**config.mk**
```make
export PLATFORM = sky130hd
export DESIGN_NAME = tsw_front
export DESIGN_NICKNAME = d
export VERILOG_FILES = /design/src/hw/rtl/tsw_pkg.sv /design/src/hw/rtl/tsw_front.sv
export SDC_FILE = /design/constraint.sdc
export NUM_CORES = 1
export LEC_CHECK = 0
export ABC_AREA = 1
export BUFFER_PORTS_ARGS = -buffer_cell sky130_fd_sc_hd__buf_2
export CORE_ASPECT_RATIO = 1.2
export CORE_MARGIN = 1
export CORE_UTILIZATION = 52
export CTS_BUF_LIST = sky130_fd_sc_hd__clkbuf_16
export DETAILED_ROUTE_END_ITERATION = 7
export PLACE_DENSITY_LB_ADDON = 0.05
export SETUP_SLACK_MARGIN = 0.05
export SYNTH_ARGS = -nofsm -noshare
export SYNTH_HDL_FRONTEND = slang
export SYNTH_SLANG_ARGS = --single-unit
```
**constraint.sdc**
```tcl
create_clock -name clock -period 1.8 [get_ports clock]
set_input_delay 0.09 -clock clock [delete_from_list [all_inputs] [get_ports clock]]
set_output_delay 0.09 -clock clock [all_outputs]
set_load 0.1 [all_outputs]
```
**src/hw/rtl/tsw_pkg.sv**
```systemverilog
// ----------------------------------------------------------------------------
// tsw_pkg: shared types and constants for the trace STDP update core
// Holds widths, register indexes and the records passed between the
// front queue and the back update pipeline.
// ----------------------------------------------------------------------------
package tsw_pkg;

   localparam int SYNAPSES = 4096;
   localparam int ADDR_W   = $clog2(SYNAPSES);
   localparam int IDX_W    = 12;
   localparam int DATA_W   = 16;
   localparam int CSR_IDX_W = 3;
   localparam int QUEUE_DEPTH = 4;
   localparam int QPTR_W   = $clog2(QUEUE_DEPTH);

   localparam logic [DATA_W-1:0] TRACE_ONE = 16'd4096;

   typedef enum logic [CSR_IDX_W-1:0] {
      REG_LTP_GAIN    = 3'd0,
      REG_LTD_GAIN    = 3'd1,
      REG_W_FLOOR     = 3'd2,
      REG_W_CEILING   = 3'd3,
      REG_PRE_DECAY   = 3'd4,
      REG_POST_DECAY  = 3'd5
   } csr_reg_type;

   typedef enum logic {
      FUNC_LOAD  = 1'b0,
      FUNC_LEARN = 1'b1
   } func_type;

   // one classified work item
   typedef struct packed {
      logic                     learn;
      logic [IDX_W-1:0]         idx;
      logic                     pre;
      logic                     post;
      logic signed [DATA_W-1:0] mod;
      logic signed [DATA_W-1:0] load_w;
   } item_type;

   // configuration registers as seen by the pipeline
   typedef struct packed {
      logic [DATA_W-1:0]        ltp_gain;
      logic [DATA_W-1:0]        ltd_gain;
      logic signed [DATA_W-1:0] w_floor;
      logic signed [DATA_W-1:0] w_ceiling;
      logic [DATA_W-1:0]        pre_decay;
      logic [DATA_W-1:0]        post_decay;
   } cfg_type;

   // queue head handshake toward the back pipeline
   typedef struct packed {
      logic     valid;
      item_type item;
   } qhead_type;

endpackage

```
**src/hw/rtl/tsw_front.sv**
```systemverilog
// ----------------------------------------------------------------------------
// tsw_front: request intake and queue
// Buffers each accepted, already classified transaction in a small queue
// so intake continues while the update pipeline holds off on a hazard.
// ----------------------------------------------------------------------------
module tsw_front (
   input  logic                             clock,
   input  logic                             reset,
   input  logic                             push,
   input  tsw_pkg::item_type                push_item,
   output logic                             full,
   output tsw_pkg::qhead_type               head,
   input  logic                             pop
);

   tsw_pkg::item_type mem_ff [tsw_pkg::QUEUE_DEPTH];
   logic [tsw_pkg::QPTR_W-1:0] wr_ff, wr_in, rd_ff, rd_in;
   logic [tsw_pkg::QPTR_W:0]   cnt_ff, cnt_in;
   logic                       do_pop;

   assign full   = (cnt_ff == (tsw_pkg::QPTR_W+1)'(tsw_pkg::QUEUE_DEPTH));
   assign do_pop = pop && (cnt_ff != '0);

   // advance pointers and fill count
   always_comb begin
      wr_in  = push ? wr_ff + 1'b1 : wr_ff;
      rd_in  = do_pop ? rd_ff + 1'b1 : rd_ff;
      cnt_in = cnt_ff + (push ? 1'b1 : 1'b0) - (do_pop ? 1'b1 : 1'b0);
   end

   always_ff @(posedge clock) begin
      if (reset) begin
         wr_ff  <= '0;
         rd_ff  <= '0;
         cnt_ff <= '0;
      end else begin
         wr_ff  <= wr_in;
         rd_ff  <= rd_in;
         cnt_ff <= cnt_in;
      end
   end

   // hold entries
   always_ff @(posedge clock) begin
      if (push) begin
         mem_ff[wr_ff] <= push_item;
      end
   end

   assign head = {(cnt_ff != '0), mem_ff[rd_ff]};

endmodule

```
Word level (Yosys, flattened, before mapping)
Memories as Yosys holds them, arrays and structs flattened. A register that Yosys moved wholly into a read port is not among the register bits.
Index checks and enable logic that the tools add are counted.
W data, S select, Z words.

word-level totals
  register bits after elaboration = 7
  bits in writable memories = 188
  bits of input ports = 51
  output and inout bits = 49
  logic and storage cells = 17
  memories kept = 1

memories
  memory  depth  width  rd ports  clocked after memory_dff  write ports  line             text
  mem_ff  4      47     1         1                         1            tsw_front.sv:16  tsw_pkg::item_type mem_ff [tsw_pkg::QUEUE_DEPTH];

cells by class
  add/sub/neg operators = 4
  equality and inequality tests = 1
  multiplexer cells = 6
  reductions and logical operators = 2

operators by type and width
  operator               number
  $add A2 B1 Y2 const B  2
  $mux W1                4
  $mux W2                2
  $add A3 B1 Y3          1
  $eq A3 B3 Y1 const B   1
  $reduce_bool A3 Y1     1
  $sub A3 B1 Y3          1
  $logic_and A1 B1 Y1    1

Depth between registers and ports, before layout
Gate-level depths: netlist (run 1).

  depth in word-level cells = 4
  gate-level depth with buffers = 9
  mapped depth without buffers = 9

Worst setup path after synthesis (run 1)
OpenSTA, ideal clock, no wires.

  path type = flip-flop to output port
  from = register with a tool-made name
  to = output head[43] (netlist name)
  arrival time = 2.326 ns
  slack = -0.616 ns
  stages on the path, launching flop included = 7
  buffers on the path = 3
  cell sequence = dfxtp_1 buf_6 inv_4 buf_12 buf_12 o21ai_2 o22ai_1

RTL lines
  what           line             text
  end, declared  tsw_front.sv:12  output tsw_pkg::qhead_type head,

==> results of run 1 <==
critical path, delay by kind of cell, from the launching register on:
family                 cells  cell delay, ps
AO/OA/AOI/OAI              2             280
buffers and inverters      3             580
flip-flops                 1             410
final timing paths:
path	from	endpoint	slack [ps]	cells after the start
setup / recovery	register	head[43]	-1	5
hold / removal	push	wr_ff[0]$_SDFFE_PP0P_	60	3
setup reg to reg	cnt_ff[1]$_SDFF_PP0_	cnt_ff[1]$_SDFF_PP0_	-1	8
hold reg to reg	rd_ff[0]$_SDFFE_PP0P_	register	480	2
layout make-up:
| type | instances | area [um2] | area share, % |
|---|---|---|---|
| Sequential cell | 197 | 5840 | 50.9 |
| Multi-Input combinational cell | 272 | 2420 | 21.1 |
| Tap cell | 200 | 250 | 2.18 |
| Inverter | 18 | 90.1 | 0.785 |
| Clock buffer | 17 | 425 | 3.71 |
| Timing Repair Buffer | 180 | 2240 | 19.5 |
| Clock inverter | 15 | 204 | 1.78 |
where the power goes:
part           total [mW]  internal [mW]  leakage, nW  switching, mW
sequential           5.42           5.28         1.80          0.135
clock                3.98           2.34        0.291           1.65
combinational        9.19           3.29         1.86           5.90
timing repair:
item	in CTS	in global routing
endpoints found under the hold margin	192	0
buffers inserted	3	1
hold buffers	49	0
pin swaps	3	3
gates resized for setup	99	62
setup endpoints to repair	49	49
cloned	5	3
routing by layer:
metal,global-route usage (%),vias up,part of all wire [%],wire (um)
met3,4.74,18,4.3,780
met2,42.7,152,55,9870
met4,7.86,0,1.3,230
met5,0,-,0,0
li1,-,2262,-,-
met1,29.1,2489,40,7120
sequential cells by signal, summed over array words and instances (netlist names), named ones only:
signal	flops
rd_ff	2
cnt_ff	3
wr_ff	2
mem_ff	188
cells in the mapped netlist (all sizes together):
master / number / area, um2
edfxtp: 188 / 5650
nor2: 102 / 586
o21ai: 96 / 492
o22ai: 47 / 463
buf: 20 / 185
inv: 18 / 70.1
nand2: 12 / 45.0
clkbuf: 10 / 37.5
dfxtp: 9 / 180
ha: 6 / 75.1
a21oi: 5 / 25.0
nand3: 2 / 10.0
a21boi: 1 / 7.51
fa: 1 / 20.0
cell families (layout without fill, tap and decap cells):
kind of cell	Yosys count	count (layout)	synth area share, %
AOI/OAI and AO/OA	149	149	12.6
adders and majority gates	7	7	1.21
buffers and inverters	48	230	3.73
DFF	197	197	74.3
and+or+nand+nor	116	116	8.17
==> flow_summary.yaml, run 1 <==
run_status:
  status: "finished with violations"
  violations: "negative setup slack"
global_routing:
  grt_overflow: 0
  antenna_found_initial: 0
  grt_pass1_vias: 5101
  grt_start_max_net_pins: 29
  grt_pass1_wl_mm: 27.2
  grt_use_total_pct: 23.9
critical_path:
  cpPeakStageDelay_ps: 410
  start_kind: "register"
  path_cells: "inv_8, buf_16, o21ai_2, o22ai_2, buf_12"
  crit_fanout: 13
  cp_data_required_time_ps: 1710
  critPathSlowestCell: "dfxtp_4"
  critical_path_arrival_ps: 1710
  setup.worst_path.class: "reg2out"
  crit_path_end_kind: "primary output"
sta:
  fin_setup_tns_ps: -1.31
  timing.final.ws_setup_ps: -1.31
  tightest_slew_ps: 489
  fin_crit_sh_pct: 100
  slew_viol_final: 0
  fmaxAchievable_mhz: 555
  finalSetupViolCount: 1
  skew_ps: 6.03
  finalCriticalPeriod_ps: 1800
  fin_hold_ws_ps: 58.8
  slew_headroom_pct: 67.6
  hold_violations: 0
  rsz0062_at_grt: "true"
clock_network:
  clkSlewWorstSetupHoldPaths_ps: 70
  clkSinkCount: 197
  cts_tree: "built"
  clock-root-buffer: "clkbuf_16"
  cts_made_buffers: 17
  cts_buffer_depth: 2
  clkLatencyLatePin_ps: 430
  h-tree-depth: 4
place:
  hpwl_mm: 9.80
  io_buffers: 99
  placed_cell_area_um2: 9830
  place.gp.congestion: 0.723
  place_inst: 806
  pre_cts_ws_ps: -26.7
yosys:
  syn_inst: 517
  synth.avg_cell_area_um2: 15.2
  mappedNetlistArea_um2: 7840
  ys_types: 22
  seq_area_frac_synth_pct: 74.3
  yosysWarnings: 0
  syn-num-nets: 575
  yosys_register_bits: 197
floorplanning:
  die_x_um: 114
  core_um2: 14500
  die_h_um: 137
  io_pins: 100
  die-area_um2: 15600
  row_count: 48
  initial_utilization_pct: 54.0
route:
  dr.pass1.iters: 4
  vias: 4921
  drt_first_iter_violations: 261
  wire_per_inst_um: 20.0
  drc_errors: 0
  wl_mm: 18.0
  vias_per_cell: 5.47
  postRouteAntennaNets: 0
power:
  p_leak_nw: 3.96
  finalPower_mw: 18.6
  peakVddDrop_v: 0.00144
  p_per_area_nw_per_um2: 1620
min_path:
  min_path_type: "in2reg"
job:
  drv_cap: 0
layout:
  final_common_cell: "edfxtp_1"
  post-route-util_pct: 78.9
  design_area_um2: 11500
  instances_no_fill: 899
  final_cell_mix: "188 x edfxtp_1, 56 x buf_12, 52 x buf_2"
  diodes: 0
  final_nets: 744
  nFillCells: 839
  area_growth_syn_to_layout_pct: 46.3
  drive_gt1_share_pct: 45.6
No activity file was read; power rests on OpenSTA's default activity.
==> inputs of run 2 (changes only) <==
--- a/config.mk
+++ b/config.mk
@@ -5,11 +5,9 @@
 export SDC_FILE = /design/constraint.sdc
 export NUM_CORES = 1
 export LEC_CHECK = 0
-export ABC_AREA = 1
 export BUFFER_PORTS_ARGS = -buffer_cell sky130_fd_sc_hd__buf_2
-export CORE_ASPECT_RATIO = 1.2
 export CORE_MARGIN = 1
-export CORE_UTILIZATION = 52
+export CORE_UTILIZATION = 51
 export CTS_BUF_LIST = sky130_fd_sc_hd__clkbuf_16
 export DETAILED_ROUTE_END_ITERATION = 7
 export PLACE_DENSITY_LB_ADDON = 0.05
==> flow_summary.yaml, run 2 <==
yosys:
  yosys_register_bits: 197
  synth_edf_count: 188
  syn-num-nets: 349
  yosysMostFrequentCell: "edfxtp_1"
  ys_types: 22
  yosysTopAreaCell: "edfxtp_1"
  syn_inst: 291
  synth_common_cells: "188 x edfxtp_1, 47 x mux4_2, 9 x dfxtp_1"
  yosys_most_used_dff: "edfxtp_1"
  yosysWarnings: 0
  synth_top_area_share_pct: 77.5
  async_flop_share_pct: 0
  synthTopCellsByArea: "edfxtp_1 78%, mux4_2 15%, dfxtp_1 2.5%"
  synth.avg_cell_area_um2: 25.0
  mappedNetlistArea_um2: 7280
  seq_area_frac_synth_pct: 80.0
power:
  p_sw_mw: 5.39
  pwr-share-comb_pct: 39.0
  peakVddDrop_v: 0.00139
  p_seq_share_pct: 36.6
  p_int_mw: 9.32
  p_clk_share_pct: 24.4
  sw_frac_of_total_pct: 36.6
  p_leak_nw: 3.38
  p_per_area_nw_per_um2: 1520
sta:
  slew_viol_final: 0
  fin_crit_sh_pct: 106
  fmaxAchievable_mhz: 523
  fin_hold_ws_ps: 50.3
  hold_violations: 0
  rsz0062_at_grt: "true"
  fin_setup_tns_ps: -3550
  skew_ps: 7.29
  finalSetupViolCount: 47
  tightest_slew_ps: 493
  timing.final.ws_setup_ps: -111
  slew_headroom_pct: 67.4
  finalCriticalPeriod_ps: 1910
global_routing:
  grt_use_total_pct: 19.5
  grt_pass1_vias: 3793
  antenna_found_initial: 0
  grt_overflow: 0
  grt_start_max_net_pins: 26
  grt_pass1_wl_mm: 20.4
floorplanning:
  core_um2: 13900
  die_h_um: 122
  initial_utilization_pct: 52.5
  row_count: 43
  io_pins: 100
  die_x_um: 122
  die-area_um2: 14800
place:
  place.gp.congestion: 0.722
  pre_cts_ws_ps: -10.3
  io_buffers: 99
  hpwl_mm: 7.56
route:
  met3_length_um: 569
  vias: 3484
  maxUsedRoutingLayer: "met4"
  met1_length_mm: 5.48
  wl_met2_mm: 6.83
  wire_per_inst_um: 19.6
  wl_mm: 13.0
  vias_per_cell: 5.24
  postRouteAntennaNets: 0
  drc_errors: 0
  drt_first_iter_violations: 240
  dr.pass1.iters: 4
critical_path:
  critical_path_arrival_ps: 1820
  cp_data_required_time_ps: 1710
  crit_fanout: 7
  setup.worst_path.class: "reg2out"
  crit_path_end_kind: "primary output"
  start_kind: "register"
layout:
  largest_reg_flops: 188
  final_cell_mix: "188 x edfxtp_1, 52 x buf_2, 48 x dlygate4sd3_1"
  regMostFlops: "mem_ff"
  largestRegisters: "mem_ff: 188 flops, cnt_ff: 3 flops"
  final_nets: 531
  area_growth_syn_to_layout_pct: 33.2
  drive_gt1_share_pct: 43.9
  final_common_cell: "edfxtp_1"
  nFillCells: 875
  diodes: 0
clock_network:
  clkSlewWorstSetupHoldPaths_ps: 60
  clkSinkCount: 197
  clock-root-buffer: "clkbuf_16"
  cts_buffer_depth: 2
  cts_tree: "built"
  cts_made_buffers: 17
  clkLatencyLatePin_ps: 420
  h-tree-depth: 4
job:
  drv_cap: 0
run_status:
  status: "finished with violations"
  violations: "negative setup slack"
min_path:
  min_path_type: "in2reg"
run 2: cell count changes after synthesis, moves of 5 or more:
cell and change:
a21oi_1 -5, buf_2 -8, clkbuf_1 -8, inv_1 -10
mux4_2 +47, nand2_1 -12, nor2_1 -70, nor2_4 -27
o21ai_0 -83, o21ai_1 -10, o22ai_1 -20, o22ai_2 -27
run 2: final cells by class:
| class | count | area, um2 | area share (%) |
|---|---|---|---|
| Tap cell | 180 | 225 | 2.32 |
| Clock inverter | 14 | 138 | 1.42 |
| Sequential cell | 197 | 5830 | 60.1 |
| Multi-Input combinational cell | 77 | 1340 | 13.8 |
| Inverter | 6 | 22.5 | 0.232 |
| Timing Repair Buffer | 174 | 1720 | 17.7 |
| Clock buffer | 17 | 425 | 4.38 |
run 2: power groups by stage:
stage | clock network [mW] | logic [mW] | registers, mW
after CTS | 3.66 | 5.78 | 5.38
after detailed placement | 0 | 4.75 | 5.49
after global placement | 0 | 4.72 | 5.47
final | 3.59 | 5.74 | 5.38
after global routing | 3.82 | 5.95 | 5.40
after floorplan | 0 | 4.02 | 5.45
run 2: critical path: stages, from the launching register on:
cell and delay [ps]:
dfxtp_4 380, buf_8 150, buf_12 140, mux4_2 530, buf_6 210
run 2: final timing paths:
path / cells past startpoint / slack, ps / startpoint / to
max: 4 / -110 / register / head[46]
min: 3 / 50 / push / wr_ff[1]$_SDFFE_PP0P_
max reg2reg: 6 / 0 / cnt_ff[2]$_SDFF_PP0_ / cnt_ff[1]$_SDFF_PP0_
min reg2reg: 2 / 560 / wr_ff[1]$_SDFFE_PP0P_ / wr_ff[1]$_SDFFE_PP0P_
run 2: per-layer routing:
metal  up-vias  track usage [%]
li1       1591                -
met4         0             6.02
met5         -                0
met1      1804             25.1
met2        80             32.6
met3         9             5.26
run 2: kinds of logic (layout without fill, tap and decap cells):
| family | count (synthesis) | in the layout | share of synthesized area [%] |
|---|---|---|---|
| flops | 197 | 197 | 80.0 |
| mux | 51 | 51 | 15.1 |
| buf+inv | 17 | 211 | 1.77 |
| simple gates | 15 | 15 | 1.12 |
| fa+ha+maj | 7 | 7 | 1.31 |
| compound gates | 2 | 2 | 0.241 |
| xor+xnor | 2 | 2 | 0.447 |
run 2: through the flow:
| step | area, um2 | total power [mW] | instances | utilization [%] |
|---|---|---|---|---|
| floorplan | 7290 | 9.47 | 291 | - |
| global placement | 8140 | 10.2 | 578 | 58.7 |
| detailed placement | 8140 | 10.2 | 578 | 58.7 |
| CTS | 9700 | 14.8 | 665 | 69.9 |
| global route | 9700 | 15.2 | 665 | 69.9 |
| finish | 9700 | 14.7 | 665 | 69.9 |
run 2: repair_timing:
action | CTS | global route
setup buffers | 4 | 1
endpoints found under the hold margin | 193 | 0
hold buffers | 48 | 0
resized for setup | 115 | 6
cloned | 4 | 0
setup endpoints to repair | 49 | 49
pin swaps | 2 | 1
==> inputs of run 3 (changes only) <==
==> constraint.sdc (replaced) <==
create_clock -name clock -period 1.8 [get_ports clock]
set_input_delay 0.36 -clock clock [delete_from_list [all_inputs] [get_ports clock]]
set_output_delay 0.36 -clock clock [all_outputs]
set_load 0.1 [all_outputs]
==> flow_summary.yaml, run 3 (same netlist as run 2, synthesis figures left out) <==
sta:
  rsz0062_at_grt: "true"
  hold_violations: 0
  slew_headroom_pct: 66.8
  timing.final.ws_setup_ps: -357
  fin_crit_sh_pct: 120
  tightest_slew_ps: 497
  slew_viol_final: 0
  finalCriticalPeriod_ps: 2160
  skew_ps: 4.80
  finalSetupViolCount: 47
  fmaxAchievable_mhz: 464
  fin_hold_ws_ps: 148
global_routing:
  antenna_found_initial: 0
  grt_pass1_vias: 3542
  grt_pass1_wl_mm: 18.7
  grt_use_total_pct: 17.9
  grt_start_max_net_pins: 31
  grt_overflow: 0
critical_path:
  crit_path_end_kind: "primary output"
  cp_data_required_time_ps: 1440
  start_kind: "register"
  crit_cells: 3
  worst-r2r-cell-count: 6
  critical_path_arrival_ps: 1800
  setup.worst_path.class: "reg2out"
  critPathSlowestCell: "mux4_2"
  cp_top_family: "multiplexers"
  cpPeakStageDelay_ps: 550
  path_cells: "buf_12, mux4_2, buf_6"
  crit_fanout: 14
  path_buf_inv: 2
route:
  vias_per_cell: 5.35
  drt_first_iter_violations: 214
  postRouteAntennaNets: 0
  drc_errors: 0
  wl_mm: 12.0
  wire_per_inst_um: 19.6
  dr.pass1.iters: 4
  vias: 3264
layout:
  final_nets: 476
  instances_no_fill: 610
  regMostFlops: "mem_ff"
  post-route-util_pct: 65.3
  final_common_cell: "edfxtp_1"
  diodes: 0
  final_cell_mix: "188 x edfxtp_1, 50 x buf_2, 50 x buf_6"
  drive_gt1_share_pct: 48.4
  largest_reg_flops: 188
  largestRegisters: "mem_ff: 188 flops, cnt_ff: 3 flops"
  area_growth_syn_to_layout_pct: 24.4
  nFillCells: 934
floorplanning:
  die-area_um2: 14800
  row_count: 43
  die_x_um: 122
  initial_utilization_pct: 52.5
  io_pins: 100
  die_h_um: 122
  core_um2: 13900
clock_network:
  clock-root-buffer: "clkbuf_16"
  clkSinkCount: 197
  cts_tree: "built"
  ctsHoldBuffers: 0
  h-tree-depth: 4
  cts_made_buffers: 17
  cts_buffer_depth: 2
  clkLatencyLatePin_ps: 420
  clkSlewWorstSetupHoldPaths_ps: 60
place:
  io_buffers: 99
  hpwl_mm: 7.38
  place.gp.congestion: 0.669
  pre_cts_ws_ps: -38.6
  place_inst: 578
run_status:
  status: "finished with violations"
  violations: "negative setup slack"
min_path:
  min_path_type: "in2reg"
  hold_path_depth: 1
power:
  p_per_area_nw_per_um2: 1560
  peakVddDrop_v: 0.00115
  p_leak_nw: 3.10
job:
  drv_cap: 0
## run 3: cell count changes in the layout (fill, tap and decap cells not counted), sizes merged
cell,change
dlygate4sd3,-48
buf,-7
clkinvlp,-2
clkinv,+5
inv,-2
bufinv,-1
## run 3: worst register-to-register path: cells and delay by family (launching register included)
kind / cells / cell delay (ps)
simple gates: 1 / 120
compound gates: 1 / 310
buf+inv: 1 / 40
fa+ha+maj: 3 / 950
flops: 1 / 320
## run 3: routing by layer
layer	up-vias	wire, um	GRT usage (%)
li1	1482	-	-
met1	1702	5090	22.9
met2	70	6180	29.3
met3	10	532	5.26
met4	0	146	6.25
met5	-	0	0
## run 3: report_power, final
part | internal (mW) | leakage, nW | total (mW) | switching, mW
clock | 1.86 | 0.265 | 3.35 | 1.50
combinational | 1.74 | 1.04 | 5.36 | 3.62
sequential | 5.30 | 1.80 | 5.40 | 0.0986
## run 3: path summary, 6_finish.rpt
| path | from | end | slack, ps |
|---|---|---|---|
| setup / recovery | register | head[45] | -360 |
| hold / removal | push_item[6] | mem_ff[1][6]$_DFFE_PP_ | 150 |
| setup reg to reg | cnt_ff[1]$_SDFF_PP0_ | cnt_ff[1]$_SDFF_PP0_ | 0 |
| hold reg to reg | wr_ff[1]$_SDFFE_PP0P_ | wr_ff[1]$_SDFFE_PP0P_ | 570 |
## run 3: cell type report
| class | count | area (um2) | area share [%] |
|---|---|---|---|
| timing repair buffer | 119 | 1100 | 12.1 |
| tap | 180 | 225 | 2.49 |
| clock buffer | 17 | 425 | 4.69 |
| multi-input combinational | 77 | 1360 | 15.0 |
| clock inverter | 14 | 97.6 | 1.08 |
| inverter | 6 | 22.5 | 0.249 |
| sequential | 197 | 5830 | 64.4 |
## run 3: what timing repair did
action | in CTS | in global routing
setup endpoints to repair | 51 | 51
pin swaps | 1 | 2
setup buffers | 0 | 1
gates resized for setup | 108 | 5
## run 3: stage by stage
stage                     TNS (ps)  cell area, um2  power, mW
after global routing        -18210            9060       14.6
after detailed placement      -234            8170       10.2
after global placement       -83.0            8170       10.2
after floorplan                  0            7300       9.49
after CTS                   -16640            9030       14.2
final                       -14740            9060       14.1
